[src/sv/wpcov_pkg.sv]
`timescale 1ns / 1ps
package wpcov_pkg;

  localparam int MAX_VARS   = 64;
  localparam int MAX_WINDOW = 8;
  localparam int MAX_ROWS   = 65536;

  localparam int VAR_W   = $clog2(MAX_VARS);
  localparam int OFF_W   = $clog2(MAX_WINDOW);
  localparam int PAIR_W  = VAR_W + OFF_W;
  localparam int PAIRS   = MAX_VARS * MAX_WINDOW;
  localparam int CNT_W   = 17;
  localparam int SUM_W   = 40;
  localparam int PROD_W  = 64;
  localparam int SMP_W   = 24;
  localparam int DIV_W   = 64;

  typedef enum logic [1:0] {
    ACT_CLEAR  = 2'd0,
    ACT_SAMPLE = 2'd1,
    ACT_READ   = 2'd2,
    ACT_NONE   = 2'd3
  } action_e;

  typedef struct packed {
    logic [CNT_W-1:0]         cnt;
    logic signed [SUM_W-1:0]  s1;
    logic signed [SUM_W-1:0]  s2;
    logic signed [PROD_W-1:0] c;
  } acc_t;

  typedef struct packed {
    logic                    start;
    logic signed [DIV_W-1:0] dividend;
    logic [CNT_W-1:0]        divisor;
  } div_req_t;

endpackage

[src/sv/wpcov_div.sv]
`timescale 1ns / 1ps
module wpcov_div
  import wpcov_pkg::*;
(
  input  logic                    clk_i,
  input  logic                    rst_ni,
  input  div_req_t                req_i,
  output logic                    done_o,
  output logic signed [DIV_W-1:0] quot_o
);

  logic                     busy_q, done_q, neg_q;
  logic [$clog2(DIV_W)-1:0] cnt_q;
  logic [CNT_W-1:0]         rem_q, div_q;
  logic [DIV_W-1:0]         quot_q;
  logic [CNT_W:0]           sh;
  logic [CNT_W:0]           diff;
  logic                     qbit;
  logic [DIV_W-1:0]         mag;

  always_comb begin
    sh   = {rem_q, quot_q[DIV_W-1]};
    diff = sh - {1'b0, div_q};
    qbit = (sh >= {1'b0, div_q});
    mag  = req_i.dividend[DIV_W-1] ? DIV_W'(-req_i.dividend) : DIV_W'(req_i.dividend);
  end

  always_ff @(posedge clk_i or negedge rst_ni) begin
    if (!rst_ni) begin
      busy_q <= 1'b0;
      done_q <= 1'b0;
      cnt_q  <= '0;
    end else if (req_i.start) begin
      busy_q <= 1'b1;
      done_q <= 1'b0;
      cnt_q  <= '0;
    end else if (busy_q) begin
      cnt_q <= cnt_q + 1'b1;
      if (cnt_q == '1) begin
        busy_q <= 1'b0;
        done_q <= 1'b1;
      end
    end else begin
      done_q <= 1'b0;
    end
  end

  always_ff @(posedge clk_i) begin
    if (req_i.start) begin
      rem_q  <= '0;
      quot_q <= mag;
      div_q  <= req_i.divisor;
      neg_q  <= req_i.dividend[DIV_W-1];
    end else if (busy_q) begin
      rem_q  <= qbit ? diff[CNT_W-1:0] : sh[CNT_W-1:0];
      quot_q <= {quot_q[DIV_W-2:0], qbit};
    end
  end

  assign done_o = done_q;
  assign quot_o = neg_q ? DIV_W'(-$signed(quot_q)) : $signed(quot_q);

endmodule

[config.mk]
export PLATFORM = sky130hd
export DESIGN_NAME = wpcov_div
export DESIGN_NICKNAME = d
export VERILOG_FILES = /design/src/sv/wpcov_pkg.sv /design/src/sv/wpcov_div.sv
export SDC_FILE = /design/constraint.sdc
export NUM_CORES = 1
export LEC_CHECK = 0
export BUFFER_PORTS_ARGS = -buffer_cell sky130_fd_sc_hd__buf_4
export CAP_MARGIN = 20
export CORE_ASPECT_RATIO = 0.6
export CORE_UTILIZATION = 63
export CTS_BUF_LIST = sky130_fd_sc_hd__clkbuf_4
export CTS_CLUSTER_SIZE = 14
export DETAILED_ROUTE_END_ITERATION = 10
export HOLD_SLACK_MARGIN = 0.15
export MAX_ROUTING_LAYER = met4
export PLACE_DENSITY = 0.88
export SETUP_SLACK_MARGIN = 0.3
export SLEW_MARGIN = 10
export SYNTH_ARGS = -nofsm -noshare
export SYNTH_HDL_FRONTEND = slang
export SYNTH_SLANG_ARGS = --single-unit
[constraint.sdc]
create_clock -name clk_i -period 13.2 [get_ports clk_i]
set_clock_uncertainty 0.05 [all_clocks]
set_input_delay 3.96 -clock clk_i [delete_from_list [all_inputs] [get_ports clk_i]]
set_output_delay 3.96 -clock clk_i [all_outputs]
set_load 0.02 [all_outputs]
==> results.json <==
{
  "cts.repair_timing.setup_buffer_count": 0,
  "grt_start_max_net_pins": 79,
  "dr_total_vias": 8087,
  "detail_route.wl_per_cell_um": 20.6,
  "grt_pass1_wl_um": 38500,
  "share_seq_of_total_power_pct": 45.2,
  "gr_met2_demand_resource_pct": 47.5,
  "firstDrtPassIters": 6,
  "finalWeightedCongestion": 0.947,
  "maxClockFrequency_mhz": 125,
  "hold_viol": 0,
  "max-cap-violations": 0,
  "routed_via_density": 6.74,
  "timing_worst_setup_path_type": "flop to output pin",
  "core-area_um2": 12900,
  "netSwitchingFraction_pct": 37.6,
  "whs_path_depth": 2,
  "diodes": 0,
  "synth_edf_count": 82,
  "layout.nets": 1130,
  "hold_buffers": 0,
  "cell_count_of_the_worst_reg_to_reg_path": 11,
  "critical_path.max_fanout": 8,
  "syn2layout_area_growth_pct": 16.1,
  "syn-num-nets": 1014,
  "timing.critical_path.max_delay_family": "simple AND/OR/NAND/NOR gates",
  "post_synth.cell_area_avg_um2": 9.12,
  "num_io_pins": 149,
  "synth_top_flop_cell": "edfxtp_1",
  "p_comb_share_pct": 35.8,
  "drt_wl_total_um": 24800,
  "synth.distinct_cells": 63,
  "report.final.setup_viol": 0,
  "final.setup.tns_ps": 0,
  "worst_slew_pin_slew_ps": 889,
  "post_cts.resized_instances": 0,
  "ys_seq_area_share_pct": 36.2,
  "ctsLongestPathBuffers": 2,
  "power_density_nw_per_um2": 104,
  "slowest_stage": "or4b_4",
  "htree_levels": 3,
  "rsz_0062_raised_after_global_routing": "false",
  "slowest_delay_ps": 670,
  "reg2reg_setup_slack_ps": 9450,
  "post-layout-total-power_mw": 1.00,
  "critical_path.reg2reg.startpoint": "quot_q[63]$_DFFE_PP_",
  "power.net_switching_uw": 378,
  "post-route-drc-count": 0,
  "cts.clk_slew.worst_paths_ps": 180,
  "port_buffers": 148,
  "postSynthCellCount": 909,
  "hold_slack_ps": 469,
  "async_set_or_reset_register_ratio_after_synthesis_pct": 7.48,
  "yosysWarnings": 0,
  "cp.required_ps": 9190,
  "power.ir.vdd_worst_mv": 0.0707,
  "synth_seq_cells": 107,
  "design.die.area_um2": 13600,
  "dp_hpwl_um": 18600,
  "clock_latency_on_the_worst_skew_pair_ps": 510,
  "globalRoute.totalOverflow": 0,
  "timing.hold.worst.class": "flop to flop",
  "number_of_buffers_inserted_during_clock_tree_synthesis": 9,
  "grt_pass1_vias": 7036,
  "proportion_of_layout_cells_with_a_drive_suffix_above_1_pct": 21.1,
  "met1_track_demand_over_resource_pct": 59.8,
  "cp_cell_sequence": "nor4_1, nand3_1, or4b_4, or4_1, o41ai_2, xnor2_1, buf_4",
  "die_height_um": 90.9,
  "timing.hold.worst.start": "rem_q[5]$_SDFFE_PP0P_",
  "finalCritPeriodShare_pct": 60.8,
  "regToRegEndpoint": "rem_q[0]$_SDFFE_PP0P_",
  "number_of_antenna_violations_at_the_first_check_in_global_routing": 0,
  "ant_nets": 0,
  "met3_capacity_usage_during_global_routing_pct": 11.5,
  "area_of_the_mapped_netlist_um2": 8290,
  "power_frac_clock_pct": 19.0,
  "floorplan_die_width_um": 150,
  "p_int_uw": 627,
  "total_leakage_power_nw": 3.57,
  "tritoncts": "yes",
  "yosys.cell_count.top_type": "xnor2_1",
  "initial_util_pct": 64.5,
  "ys_top_cells_by_count": "xnor2_1, nor2_1, edfxtp_1",
  "timing.slew.headroom_pct": 40.7,
  "min_to": "rem_q[5]$_SDFFE_PP0P_",
  "total_buffers_and_inverters_traversed_by_the_critical_path": 1,
  "cell_type_with_the_highest_aggregate_area_in_the_netlist": "edfxtp_1",
  "drtIter0Drc": 1031,
  "cts-root-buf": "clkbuf_4",
  "most_crowded_layer_gr": "met1",
  "grtUsageTotal_pct": 37.9,
  "share_of_the_synthesized_area_in_the_top_cell_type_pct": 29.7,
  "worst_setup_path_start_kind": "flop",
  "numClockSinks": 107,
  "timing.final.max_slew_violations": 0,
  "timing.critical_path.to_type": "output pin",
  "synthTopCellsByArea": "edfxtp_1, xnor2_1, dfxtp_1",
  "timing.critical_path.arrival_ps": 4020,
  "core.rowCount": 32,
  "post-route-min-period_ps": 8030,
  "run_status": "completed"
}
power by group through the flow:
stage | registers (mW) | logic [mW] | clock network (mW)
after floorplan | 0.442 | 0.223 | 0
after global placement | 0.456 | 0.346 | 0
after detailed placement | 0.459 | 0.352 | 0
after CTS | 0.452 | 0.354 | 0.188
after global routing | 0.460 | 0.383 | 0.199
final | 0.454 | 0.360 | 0.191
cell families after synthesis:
kind of cell | after synthesis | synth area share, %
AOI/OAI and AO/OA | 213 | 18.0
xor gates and xnor gates | 138 | 14.6
adders and majority gates | 21 | 3.26
buffers and inverters | 81 | 3.74
muxes | 36 | 4.77
and+or+nand+nor | 313 | 19.5
DFF | 107 | 36.2
cell type report:
| class | instances | area, µm² |
|---|---|---|
| clock inverter | 7 | 82.6 |
| sequential | 107 | 3000 |
| clock buffer | 9 | 67.6 |
| inverter | 31 | 116 |
| timing repair buffer | 155 | 1170 |
| multi-input combinational | 721 | 4980 |
| tap | 170 | 213 |
| fill | 985 | 3220 |
layout by cell type, fill, tap and decap left out, types with 22 or more instances in the layout:
cell type | synthesis | routed
buf_4 | 1 | 153
xnor2_1 | 100 | 100
nor2_1 | 83 | 83
edfxtp_1 | 82 | 82
nand2_1 | 58 | 58
a21oi_1 | 54 | 54
xor2_1 | 38 | 38
o21ai_0 | 35 | 35
inv_1 | 31 | 31
o31ai_1 | 31 | 31
mux2_2 | 28 | 28
nand3_1 | 27 | 27
nor3_1 | 24 | 24
nor4_1 | 22 | 22
worst max-delay path by stage:
stage	start	endpoint	cells past startpoint
floorplan	quot_q[12]$_DFFE_PP_	quot_o[51]	8
global placement	quot_q[29]$_DFFE_PP_	quot_o[60]	7
detailed placement	quot_q[5]$_DFFE_PP_	quot_o[60]	7
CTS	quot_q[4]$_DFFE_PP_	quot_o[60]	7
global route	quot_q[12]$_DFFE_PP_	quot_o[57]	7
finish	quot_q[5]$_DFFE_PP_	quot_o[61]	7
through the flow:
stage	setup slack [ps]	utilization (%)	area, µm²	cells
6_report	5170	74.9	9630	1200
5_1_grt	5080	74.9	9630	1200
4_1_cts	5050	74.8	9610	1198
3_5_place_dp	5660	73.6	9460	1182
3_3_place_gp	5760	73.6	9460	1182
2_1_floorplan	6170	-	8290	909
tightest hold or removal path, cell delays in order (launching register included):
cell	delay [ps]
dfxtp_1	360
nor2_1	90
nor4_1	50
registers in the layout, summed over array words and instances, names as in the netlist:
signal  flops
done_o      1
div_q      17
rem_q      17
cnt_q       6
busy_q      1
quot_q     64
neg_q       1
metal layers:
layer	part of all wire [%]	up-vias	routed length, µm
li1	-	3648	-
met1	44	3817	10900
met2	39	586	9740
met3	16	36	3910
met4	0.78	0	194
met5	0	-	0
Note: power is estimated with default switching activity, not from simulation.
